$ cat config.mk
export PLATFORM = sky130hd
export DESIGN_NAME = midpoint_ellipse_rasterizer
export DESIGN_NICKNAME = d
export VERILOG_FILES = /design/src/rtl/core/mer_pkg.sv /design/src/rtl/core/mer_front.sv /design/src/rtl/core/mer_mul.sv /design/src/rtl/core/mer_back.sv /design/src/rtl/core/midpoint_ellipse_rasterizer.sv
export SDC_FILE = /design/constraint.sdc
export NUM_CORES = 2
export LEC_CHECK = 0
export BUFFER_PORTS_ARGS = -buffer_cell sky130_fd_sc_hd__buf_2
export CELL_PAD_IN_SITES_DETAIL_PLACEMENT = 1
export CELL_PAD_IN_SITES_GLOBAL_PLACEMENT = 1
export CORE_MARGIN = 8
export CORE_UTILIZATION = 30
export DETAILED_ROUTE_END_ITERATION = 8
export PLACE_DENSITY_LB_ADDON = 0.1
export SYNTH_ARGS = -nofsm -noshare
export SYNTH_HDL_FRONTEND = slang
export SYNTH_SLANG_ARGS = --single-unit
export TNS_END_PERCENT = 1
$ cat constraint.sdc
create_clock -name clk -period 9.17 [get_ports clk]
set_input_delay 1.3755 -clock clk [delete_from_list [all_inputs] [get_ports clk]]
set_output_delay 1.3755 -clock clk [all_outputs]
set_load 0.02 [all_outputs]
$ cat src/rtl/core/mer_pkg.sv
// shared types and constants for the midpoint ellipse rasterizer
package mer_pkg;

	localparam int COORD_BITS = 10;
	localparam int CTR_W      = 11;
	localparam int PIX_W      = 12;

	localparam int SQ_W   = 2 * COORD_BITS;
	localparam int TX_W   = COORD_BITS + 1;
	localparam int MA_W   = 3 * COORD_BITS + 1;
	localparam int MB_W   = SQ_W;
	localparam int PROD_W = MA_W + MB_W;
	localparam int DEC_W  = 4 * COORD_BITS + 8;
	localparam int GD_W   = 3 * COORD_BITS + 3;

	localparam int CMDQ_DEPTH = 2;
	localparam int CMDQ_PTR_W = (CMDQ_DEPTH > 1) ? $clog2(CMDQ_DEPTH) : 1;
	localparam int CMDQ_CNT_W = $clog2(CMDQ_DEPTH + 1);

	typedef logic [COORD_BITS-1:0]    coord_t;
	typedef logic [SQ_W-1:0]          sq_t;
	typedef logic [TX_W-1:0]          tx_t;
	typedef logic [MA_W-1:0]          mula_t;
	typedef logic [MB_W-1:0]          mulb_t;
	typedef logic [PROD_W-1:0]        prod_t;
	typedef logic signed [DEC_W-1:0]  dec_t;
	typedef logic signed [GD_W-1:0]   gd_t;
	typedef logic signed [CTR_W-1:0]  ctr_t;
	typedef logic signed [PIX_W-1:0]  pix_t;
	typedef logic [CMDQ_PTR_W-1:0]    ptr_t;
	typedef logic [CMDQ_CNT_W-1:0]    cnt_t;

	typedef enum logic {
		OP_START = 1'b0,
		OP_STEP  = 1'b1
	} op_t;

	typedef struct packed {
		op_t    op;
		coord_t axis_a;
		coord_t axis_b;
		ctr_t   centre_x;
		ctr_t   centre_y;
	} cmd_t;

	typedef struct packed {
		logic valid;
		cmd_t cmd;
	} cmdq_head_t;

	typedef enum logic [3:0] {
		ST_IDLE,
		ST_INIT0,
		ST_INIT1,
		ST_INIT2,
		ST_INIT3,
		ST_TRN0,
		ST_TRN1,
		ST_TRN2,
		ST_TRN3,
		ST_TRN4,
		ST_TRN5
	} seq_state_t;

endpackage

$ cat src/rtl/core/mer_front.sv
// front end: accepts commands, decodes them and queues them for the sequencer
module mer_front (
	input  logic                  clk,
	input  logic                  arst_n,
	input  logic                  push,
	output logic                  full,
	input  logic                  command,
	input  logic [9:0]            semi_axis_x,
	input  logic [9:0]            semi_axis_y,
	input  logic signed [10:0]    centre_x,
	input  logic signed [10:0]    centre_y,
	output mer_pkg::cmdq_head_t   head,
	input  logic                  head_pop
);

	mer_pkg::cmd_t slot_q [mer_pkg::CMDQ_DEPTH];
	mer_pkg::ptr_t wr_ptr_q;
	mer_pkg::ptr_t rd_ptr_q;
	mer_pkg::cnt_t count_q;
	mer_pkg::cmd_t in_cmd;
	logic          do_push;
	logic          do_pop;

	always_comb begin
		in_cmd.op       = command ? mer_pkg::OP_STEP : mer_pkg::OP_START;
		in_cmd.axis_a   = mer_pkg::coord_t'(semi_axis_x);
		in_cmd.axis_b   = mer_pkg::coord_t'(semi_axis_y);
		in_cmd.centre_x = centre_x;
		in_cmd.centre_y = centre_y;
	end

	assign full       = (count_q == mer_pkg::cnt_t'(mer_pkg::CMDQ_DEPTH));
	assign do_push    = push && !full;
	assign head.valid = (count_q != '0);
	assign head.cmd   = slot_q[rd_ptr_q];
	assign do_pop     = head_pop && head.valid;

	always_ff @(posedge clk) begin
		if (do_push) begin
			slot_q[wr_ptr_q] <= in_cmd;
		end
	end

	always_ff @(posedge clk or negedge arst_n) begin
		if (!arst_n) begin
			wr_ptr_q <= '0;
			rd_ptr_q <= '0;
			count_q  <= '0;
		end else begin
			if (do_push) begin
				wr_ptr_q <= (wr_ptr_q == mer_pkg::ptr_t'(mer_pkg::CMDQ_DEPTH - 1)) ?
					'0 : wr_ptr_q + 1'b1;
			end
			if (do_pop) begin
				rd_ptr_q <= (rd_ptr_q == mer_pkg::ptr_t'(mer_pkg::CMDQ_DEPTH - 1)) ?
					'0 : rd_ptr_q + 1'b1;
			end
			case ({do_push, do_pop})
				2'b10:   count_q <= count_q + 1'b1;
				2'b01:   count_q <= count_q - 1'b1;
				default: count_q <= count_q;
			endcase
		end
	end

endmodule

$ cat src/rtl/core/mer_mul.sv
// shared unsigned multiplier with registered product
module mer_mul (
	input  logic            clk,
	input  mer_pkg::mula_t  op_a,
	input  mer_pkg::mulb_t  op_b,
	output mer_pkg::prod_t  prod_q
);

	always_ff @(posedge clk) begin
		prod_q <= mer_pkg::prod_t'(op_a) * mer_pkg::prod_t'(op_b);
	end

endmodule

$ cat src/rtl/core/mer_back.sv
// back end: point sequencer, decision datapath and result register
module mer_back (
	input  logic                 clk,
	input  logic                 arst_n,
	input  mer_pkg::cmdq_head_t  head,
	output logic                 head_pop,
	output logic                 empty,
	input  logic                 pop,
	output logic                 point_valid,
	output logic signed [11:0]   px_right,
	output logic signed [11:0]   py_up,
	output logic signed [11:0]   px_left,
	output logic signed [11:0]   py_down,
	output logic                 last_point
);

	mer_pkg::seq_state_t state_q, state_d;
	logic                active_q, active_d;
	logic                r2_q, r2_d;
	mer_pkg::coord_t     offset_x_q, offset_x_d;
	mer_pkg::coord_t     offset_y_q, offset_y_d;
	mer_pkg::coord_t     axis_a_q, axis_a_d;
	mer_pkg::coord_t     axis_b_q, axis_b_d;
	mer_pkg::sq_t        axx_q, axx_d;
	mer_pkg::sq_t        ayy_q, ayy_d;
	mer_pkg::ctr_t       cx_q, cx_d;
	mer_pkg::ctr_t       cy_q, cy_d;
	mer_pkg::dec_t       dec_q, dec_d;
	mer_pkg::dec_t       incx_q, incx_d;
	mer_pkg::dec_t       incy_q, incy_d;
	mer_pkg::dec_t       t1_q, t1_d;
	mer_pkg::gd_t        gdiff_q, gdiff_d;

	logic                out_valid_q;
	logic                point_valid_q;
	logic                last_point_q;
	mer_pkg::pix_t       px_right_q, py_up_q, px_left_q, py_down_q;

	mer_pkg::mula_t      mul_a;
	mer_pkg::mulb_t      mul_b;
	mer_pkg::prod_t      prod;

	logic                out_free;
	logic                load_out;
	logic                ld_valid;
	logic                ld_last;
	logic                ld_zero;
	logic                dec_neg;
	logic                gdiff_pos;
	mer_pkg::tx_t        tx;
	mer_pkg::coord_t     ty_abs;
	mer_pkg::dec_t       axx_dec, ayy_dec, prod_dec;
	mer_pkg::gd_t        axx_gd, ayy_gd;
	mer_pkg::pix_t       cx_pix, cy_pix, ox_pix, oy_pix;

	mer_mul u_mul (
		.clk    (clk),
		.op_a   (mul_a),
		.op_b   (mul_b),
		.prod_q (prod)
	);

	assign out_free  = !out_valid_q || pop;
	assign dec_neg   = dec_q[mer_pkg::DEC_W-1];
	assign gdiff_pos = !gdiff_q[mer_pkg::GD_W-1] && (gdiff_q != '0);
	assign tx        = {offset_x_q, 1'b1};
	// (y - 1)^2 with y = 0 squares minus one
	assign ty_abs    = (offset_y_q == '0) ? mer_pkg::coord_t'(1) : offset_y_q - 1'b1;
	assign axx_dec   = mer_pkg::dec_t'(axx_q);
	assign ayy_dec   = mer_pkg::dec_t'(ayy_q);
	assign prod_dec  = mer_pkg::dec_t'(prod);
	assign axx_gd    = mer_pkg::gd_t'(axx_q);
	assign ayy_gd    = mer_pkg::gd_t'(ayy_q);
	assign cx_pix    = mer_pkg::pix_t'(cx_q);
	assign cy_pix    = mer_pkg::pix_t'(cy_q);
	assign ox_pix    = mer_pkg::pix_t'(offset_x_q);
	assign oy_pix    = mer_pkg::pix_t'(offset_y_q);

	always_ff @(posedge clk or negedge arst_n) begin
		if (!arst_n) begin
			state_q <= mer_pkg::ST_IDLE;
		end else begin
			state_q <= state_d;
		end
	end

	// incx and incy hold the next decision increments for an x step and a y step
	always_comb begin
		state_d    = state_q;
		active_d   = active_q;
		r2_d       = r2_q;
		offset_x_d = offset_x_q;
		offset_y_d = offset_y_q;
		axis_a_d   = axis_a_q;
		axis_b_d   = axis_b_q;
		axx_d      = axx_q;
		ayy_d      = ayy_q;
		cx_d       = cx_q;
		cy_d       = cy_q;
		dec_d      = dec_q;
		incx_d     = incx_q;
		incy_d     = incy_q;
		t1_d       = t1_q;
		gdiff_d    = gdiff_q;
		head_pop   = 1'b0;
		load_out   = 1'b0;
		ld_valid   = 1'b0;
		ld_last    = 1'b0;
		ld_zero    = 1'b0;
		mul_a      = '0;
		mul_b      = '0;
		case (state_q)
			mer_pkg::ST_IDLE: begin
				if (head.valid && out_free) begin
					case (head.cmd.op)
						mer_pkg::OP_START: begin
							head_pop = 1'b1;
							axis_a_d = head.cmd.axis_a;
							axis_b_d = head.cmd.axis_b;
							cx_d     = head.cmd.centre_x;
							cy_d     = head.cmd.centre_y;
							state_d  = mer_pkg::ST_INIT0;
						end
						mer_pkg::OP_STEP: begin
							if (!active_q) begin
								head_pop = 1'b1;
								load_out = 1'b1;
								ld_last  = 1'b1;
								ld_zero  = 1'b1;
							end else if (!r2_q && gdiff_pos) begin
								// region 1: x always advances
								head_pop   = 1'b1;
								load_out   = 1'b1;
								ld_valid   = 1'b1;
								offset_x_d = offset_x_q + 1'b1;
								incx_d     = incx_q + (ayy_dec << 3);
								if (dec_neg) begin
									dec_d   = dec_q + incx_q;
									gdiff_d = gdiff_q - (ayy_gd << 1);
								end else begin
									offset_y_d = offset_y_q - 1'b1;
									incy_d     = incy_q + (axx_dec << 3);
									gdiff_d    = gdiff_q - (ayy_gd << 1) - (axx_gd << 1);
									dec_d      = dec_q + incx_q + incy_q;
								end
							end else if (!r2_q) begin
								state_d = mer_pkg::ST_TRN0;
							end else if (offset_y_q == '0) begin
								head_pop = 1'b1;
								load_out = 1'b1;
								ld_valid = 1'b1;
								ld_last  = 1'b1;
								active_d = 1'b0;
								r2_d     = 1'b0;
							end else begin
								// region 2: y always advances
								head_pop   = 1'b1;
								load_out   = 1'b1;
								ld_valid   = 1'b1;
								offset_y_d = offset_y_q - 1'b1;
								incy_d     = incy_q + (axx_dec << 3);
								if (!dec_neg) begin
									dec_d = dec_q + incy_q;
								end else begin
									offset_x_d = offset_x_q + 1'b1;
									incx_d     = incx_q + (ayy_dec << 3);
									dec_d      = dec_q + incy_q + incx_q;
								end
							end
						end
						default: begin
							state_d = mer_pkg::ST_IDLE;
						end
					endcase
				end
			end
			mer_pkg::ST_INIT0: begin
				mul_a   = mer_pkg::mula_t'(axis_a_q);
				mul_b   = mer_pkg::mulb_t'(axis_a_q);
				state_d = mer_pkg::ST_INIT1;
			end
			mer_pkg::ST_INIT1: begin
				axx_d   = mer_pkg::sq_t'(prod);
				mul_a   = mer_pkg::mula_t'(axis_b_q);
				mul_b   = mer_pkg::mulb_t'(axis_b_q);
				state_d = mer_pkg::ST_INIT2;
			end
			mer_pkg::ST_INIT2: begin
				ayy_d   = mer_pkg::sq_t'(prod);
				mul_a   = mer_pkg::mula_t'(axx_q);
				mul_b   = mer_pkg::mulb_t'(axis_b_q);
				state_d = mer_pkg::ST_INIT3;
			end
			mer_pkg::ST_INIT3: begin
				// prod holds a^2 * b
				gdiff_d    = mer_pkg::gd_t'(prod) << 1;
				incx_d     = (ayy_dec << 3) + (ayy_dec << 2);
				incy_d     = (axx_dec << 3) - (prod_dec << 3);
				dec_d      = (ayy_dec << 2) - (prod_dec << 2) + axx_dec;
				offset_x_d = '0;
				offset_y_d = axis_b_q;
				active_d   = 1'b1;
				r2_d       = 1'b0;
				load_out   = 1'b1;
				ld_zero    = 1'b1;
				state_d    = mer_pkg::ST_IDLE;
			end
			mer_pkg::ST_TRN0: begin
				mul_a   = mer_pkg::mula_t'(ayy_q);
				mul_b   = mer_pkg::mulb_t'(tx);
				state_d = mer_pkg::ST_TRN1;
			end
			mer_pkg::ST_TRN1: begin
				mul_a   = mer_pkg::mula_t'(prod);
				mul_b   = mer_pkg::mulb_t'(tx);
				state_d = mer_pkg::ST_TRN2;
			end
			mer_pkg::ST_TRN2: begin
				t1_d    = prod_dec;
				mul_a   = mer_pkg::mula_t'(ty_abs);
				mul_b   = mer_pkg::mulb_t'(ty_abs);
				state_d = mer_pkg::ST_TRN3;
			end
			mer_pkg::ST_TRN3: begin
				mul_a   = mer_pkg::mula_t'(axx_q);
				mul_b   = mer_pkg::mulb_t'(prod);
				state_d = mer_pkg::ST_TRN4;
			end
			mer_pkg::ST_TRN4: begin
				t1_d    = t1_q + (prod_dec << 2);
				mul_a   = mer_pkg::mula_t'(axx_q);
				mul_b   = mer_pkg::mulb_t'(ayy_q);
				state_d = mer_pkg::ST_TRN5;
			end
			mer_pkg::ST_TRN5: begin
				// rebase the increments onto the region 2 update rules
				dec_d   = t1_q - (prod_dec << 2);
				incx_d  = incx_q - (ayy_dec << 2);
				incy_d  = incy_q + (axx_dec << 2);
				r2_d    = 1'b1;
				state_d = mer_pkg::ST_IDLE;
			end
			default: begin
				state_d = mer_pkg::ST_IDLE;
			end
		endcase
	end

	always_ff @(posedge clk or negedge arst_n) begin
		if (!arst_n) begin
			active_q    <= 1'b0;
			r2_q        <= 1'b0;
			out_valid_q <= 1'b0;
		end else begin
			active_q <= active_d;
			r2_q     <= r2_d;
			if (load_out) begin
				out_valid_q <= 1'b1;
			end else if (pop) begin
				out_valid_q <= 1'b0;
			end
		end
	end

	always_ff @(posedge clk) begin
		offset_x_q <= offset_x_d;
		offset_y_q <= offset_y_d;
		axis_a_q   <= axis_a_d;
		axis_b_q   <= axis_b_d;
		axx_q      <= axx_d;
		ayy_q      <= ayy_d;
		cx_q       <= cx_d;
		cy_q       <= cy_d;
		dec_q      <= dec_d;
		incx_q     <= incx_d;
		incy_q     <= incy_d;
		t1_q       <= t1_d;
		gdiff_q    <= gdiff_d;
		if (load_out) begin
			point_valid_q <= ld_valid;
			last_point_q  <= ld_last;
			if (ld_zero) begin
				px_right_q <= '0;
				py_up_q    <= '0;
				px_left_q  <= '0;
				py_down_q  <= '0;
			end else begin
				px_right_q <= cx_pix + ox_pix;
				py_up_q    <= cy_pix + oy_pix;
				px_left_q  <= cx_pix - ox_pix;
				py_down_q  <= cy_pix - oy_pix;
			end
		end
	end

	assign empty       = !out_valid_q;
	assign point_valid = point_valid_q;
	assign last_point  = last_point_q;
	assign px_right    = px_right_q;
	assign py_up       = py_up_q;
	assign px_left     = px_left_q;
	assign py_down     = py_down_q;

`ifndef SYNTHESIS
	a_pop_only_idle: assert property (@(posedge clk) disable iff (!arst_n)
		head_pop |-> state_q == mer_pkg::ST_IDLE)
		else $error("command taken outside idle state");

	a_trn_needs_r1: assert property (@(posedge clk) disable iff (!arst_n)
		state_q == mer_pkg::ST_TRN0 |-> active_q && !r2_q)
		else $error("region change started without an active region 1 ellipse");

	a_trn_ends_r2: assert property (@(posedge clk) disable iff (!arst_n)
		state_q == mer_pkg::ST_TRN5 |=> r2_q && state_q == mer_pkg::ST_IDLE)
		else $error("region change did not land in region 2");

	a_no_overwrite: assert property (@(posedge clk) disable iff (!arst_n)
		load_out |-> !out_valid_q || pop)
		else $error("result register overwritten");

	a_ack_result: assert property (@(posedge clk) disable iff (!arst_n)
		state_q == mer_pkg::ST_INIT3 |=> active_q && out_valid_q && !point_valid_q)
		else $error("start did not produce an acknowledge");
`endif

endmodule

$ cat src/rtl/core/midpoint_ellipse_rasterizer.sv
// top level of the midpoint ellipse rasterizer
//
//  channel   direction  handshake        transaction payload
//  command   in         push / full      command, semi_axis_x/y, centre_x/y
//  result    out        pop / empty      point_valid, px_right, py_up, px_left, py_down,
//                                        last_point
//
// commands enter a two-entry queue; the sequencer behind it takes one at a time.
// a step in region 1 or region 2 is done in the idle state; a start goes through the
// init states (three products through the shared multiplier, then the set-up).
// the step that crosses into region 2 first runs the transition states on the multiplier.
// a result waits in a single output register; the sequencer holds while it is full.
// reset empties the queue and the output register and leaves no ellipse active.
module midpoint_ellipse_rasterizer (
	input  logic                clk,
	input  logic                arst_n,
	input  logic                push,
	output logic                full,
	input  logic                command,
	input  logic [9:0]          semi_axis_x,
	input  logic [9:0]          semi_axis_y,
	input  logic signed [10:0]  centre_x,
	input  logic signed [10:0]  centre_y,
	output logic                empty,
	input  logic                pop,
	output logic                point_valid,
	output logic signed [11:0]  px_right,
	output logic signed [11:0]  py_up,
	output logic signed [11:0]  px_left,
	output logic signed [11:0]  py_down,
	output logic                last_point
);

	mer_pkg::cmdq_head_t head;
	logic                head_pop;

	mer_front u_front (
		.clk         (clk),
		.arst_n      (arst_n),
		.push        (push),
		.full        (full),
		.command     (command),
		.semi_axis_x (semi_axis_x),
		.semi_axis_y (semi_axis_y),
		.centre_x    (centre_x),
		.centre_y    (centre_y),
		.head        (head),
		.head_pop    (head_pop)
	);

	mer_back u_back (
		.clk         (clk),
		.arst_n      (arst_n),
		.head        (head),
		.head_pop    (head_pop),
		.empty       (empty),
		.pop         (pop),
		.point_valid (point_valid),
		.px_right    (px_right),
		.py_up       (py_up),
		.px_left     (px_left),
		.py_down     (py_down),
		.last_point  (last_point)
	);

endmodule
==> flow_summary.ini <==
[status]
status = complete, no violations

[detailed_routing]
highest_layer = met5
wirelength_um = 257000
wl_met1_um = 128000
wl_met3_um = 8360
route.detailed.drc = 0
vias_per_cell = 5.22
route.met2.wl_um = 116000
via_count = 56400
drt_first_iter_violations = 3026
antenna_left = 0
firstDrtPassIters = 6
wl_per_cell_um = 23.8

[setup_path]
endpoint_kind = flop
max_stage_delay_ns = 0.57
crit_fanout = 14
arrival_ns = 9.33
crit_type = flop to flop
crit_top_cell = fa_1
cp_slowest_cell = fa_1
cp.required_ns = 9.74
startpoint_type = flop

[place]
io_buffers = 98
post-dp-hpwl_um = 213000
gp_congestion = 0.893

[logic_synthesis]
async_flop_share = 0.0214
synthAdderAreaFrac = 0.282
synth.cell_area_sq_um = 66300
netlist-cell-type-count = 98
avgSynthCellArea_sq_um = 8.74
synth-edff-count = 454
synth_xor_area_frac = 0.0786
synth_cells = 7593
synth_compound_area_frac = 0.172
yosys.area_share.simple = 0.157
ys.warnings.count = 0
synth_top_family_by_area = adder cells
synthFlopType = edfxtp_1
synthMuxAreaShare = 0.0187
ys_seq_area_frac = 0.224
synth-seq-cells = 513

[final_layout]
syn2layout_area_growth_pct = 12.0
final_cell_mix = inv_1 (907), nand2_1 (743), nor2_1 (692)
finalCoreUtilization = 0.338
final_common_cell = inv_1
fill_cells = 25700
nets = 9015
drive_gt1_frac = 0.0799

[sta]
fin_skew_ns = 0.0673
fmax_mhz = 114
finalHoldViolations = 0
worst_pin_slew_ns = 1.19
slew_headroom = 0.210
period_needed_ns = 8.76
drv_slew = 0
setup_viol = 0
fin_crit_sh = 0.956
hold_ws_ns = 0.522

[die]
fp.dieW_um = 486
rows = 172
core_region_area_sq_um = 220000
io_pins = 99
die_h_um = 486
start_util = 0.302
dieArea_sq_um = 236000

[cts]
cts_tree = done
htree_num_levels = 3
cts_buffer_depth = 3
cts_buffers = 73
cts.sinks = 513
clock-root-buffer = clkbuf_16
cts_hold_buffers = 0
clkTransAtPathRegs_ns = 0.06
insertion_delay_ns = 0.72

[global_routing]
antenna_found_initial = 13
grt_pass1_wl_um = 386000
gr-total-overflow = 0
grt_pass1_vias = 60500
grt_usage = 0.212
grt_max_degree = 91

[flow_run]
maxCapViolations = 0

[min_path]
hold_path_class = flop to flop
sequential cells by signal (all words and copies together) (netlist names), 12 cells and up:
signal / count
u_front.slot_q: 86
u_back.u_mul.prod_q: 48
u_back.dec_q: 47
u_back.t1_q: 47
u_back.incx_q: 46
u_back.incy_q: 46
u_back.gdiff_q: 32
u_back.axx_q: 20
u_back.ayy_q: 20
u_back.px_left: 12
u_back.py_down: 12
area by class of cell:
class / count / area (sq um) / area share
Timing Repair Buffer: 319 / 2200 / 0.0296
Sequential cell: 513 / 14900 / 0.200
Clock buffer: 88 / 1940 / 0.0260
Inverter: 913 / 3430 / 0.0461
Antenna cell: 3 / 7.51 / 0.000101
Clock inverter: 43 / 558 / 0.00751
Tap cell: 2958 / 3700 / 0.0498
Multi-Input combinational cell: 5980 / 47600 / 0.641
synth_stat cells (48+ instances only):
cell | instances | area (sq um)
a211oi_1 | 56 | 420
a21o_1 | 194 | 1460
a21oi_1 | 491 | 2460
a22oi_1 | 55 | 413
a31oi_1 | 61 | 382
and2_1 | 51 | 319
and3_1 | 56 | 350
clkbuf_1 | 246 | 923
dfxtp_1 | 48 | 961
edfxtp_1 | 454 | 13600
fa_1 | 547 | 11000
ha_1 | 621 | 7770
inv_1 | 909 | 3410
mux2_2 | 52 | 586
nand2_1 | 746 | 2800
nand2b_1 | 76 | 475
nand3_1 | 119 | 596
nand4_1 | 54 | 338
nor2_1 | 705 | 2650
nor2b_1 | 81 | 507
nor3_1 | 169 | 846
o21a_1 | 68 | 510
o21ai_0 | 389 | 1950
o21bai_1 | 92 | 691
xnor2_1 | 400 | 3500
xor2_1 | 193 | 1690
timing repair:
item / 4_1_cts / 5_1_grt
buffers inserted: 0 / 2
endpoints found under the hold margin: 0 / 0
pin swaps: 0 / 3
resized for setup: 4 / 29
cloned: 0 / 0
endpoints found under the setup margin: 2 / 15
metal layers:
layer  vias up  GRT usage
li1      26500          -
met1     28800      0.306
met2       926      0.346
met3       232     0.0178
met4         2     0.0472
met5         -          0
through the flow:
step	setup TNS (ns)	cell area [sq um]	setup WS, ns	std cells
4_1_cts	0	74200	0.0278	10800
5_1_grt	-0.00332	74300	-0.00332	10800
2_1_floorplan	0	66700	0.174	7685
6_report	0	74300	0.405	10800
3_3_place_gp	0	71700	0.176	10700
3_5_place_dp	0	71700	0.0412	10700
final timing paths:
kind | depth (start not counted) | startpoint | slack, ns | end
max | 32 | u_back.state_q[2] | 0.41 | u_back.u_mul.prod_q[36]
min | 1 | u_front.count_q[1] | 0.52 | u_front.count_q[1]
max reg2reg | 32 | u_back.state_q[2] | 0.41 | u_back.u_mul.prod_q[36]
min reg2reg | 1 | u_front.count_q[1] | 0.52 | u_front.count_q[1]
max in group asynchronous | 1 | arst_n | 8.34 | u_front.rd_ptr_q
min in group asynchronous | 1 | arst_n | 0.55 | u_front.count_q[1]
critical path, delay by kind of cell (launching register included):
kind,cells,cell delay [ns]
buf+inv,9,1.18
flops,1,0.34
fa+ha+maj,8,3.94
compound gates,7,2.05
mux,1,0.16
simple gates,7,0.93
logic make-up after synthesis:
group | count (synthesis)
other | 2
muxes | 91
and+or+nand+nor | 2258
xor gates and xnor gates | 594
adders and majority gates | 1168
AOI/OAI and AO/OA | 1775
buffers and inverters | 1192
DFF | 513
Power is left out: the tool's default activity adds up to more than one toggle a clock period on the data nets, which glitch-free logic cannot reach.
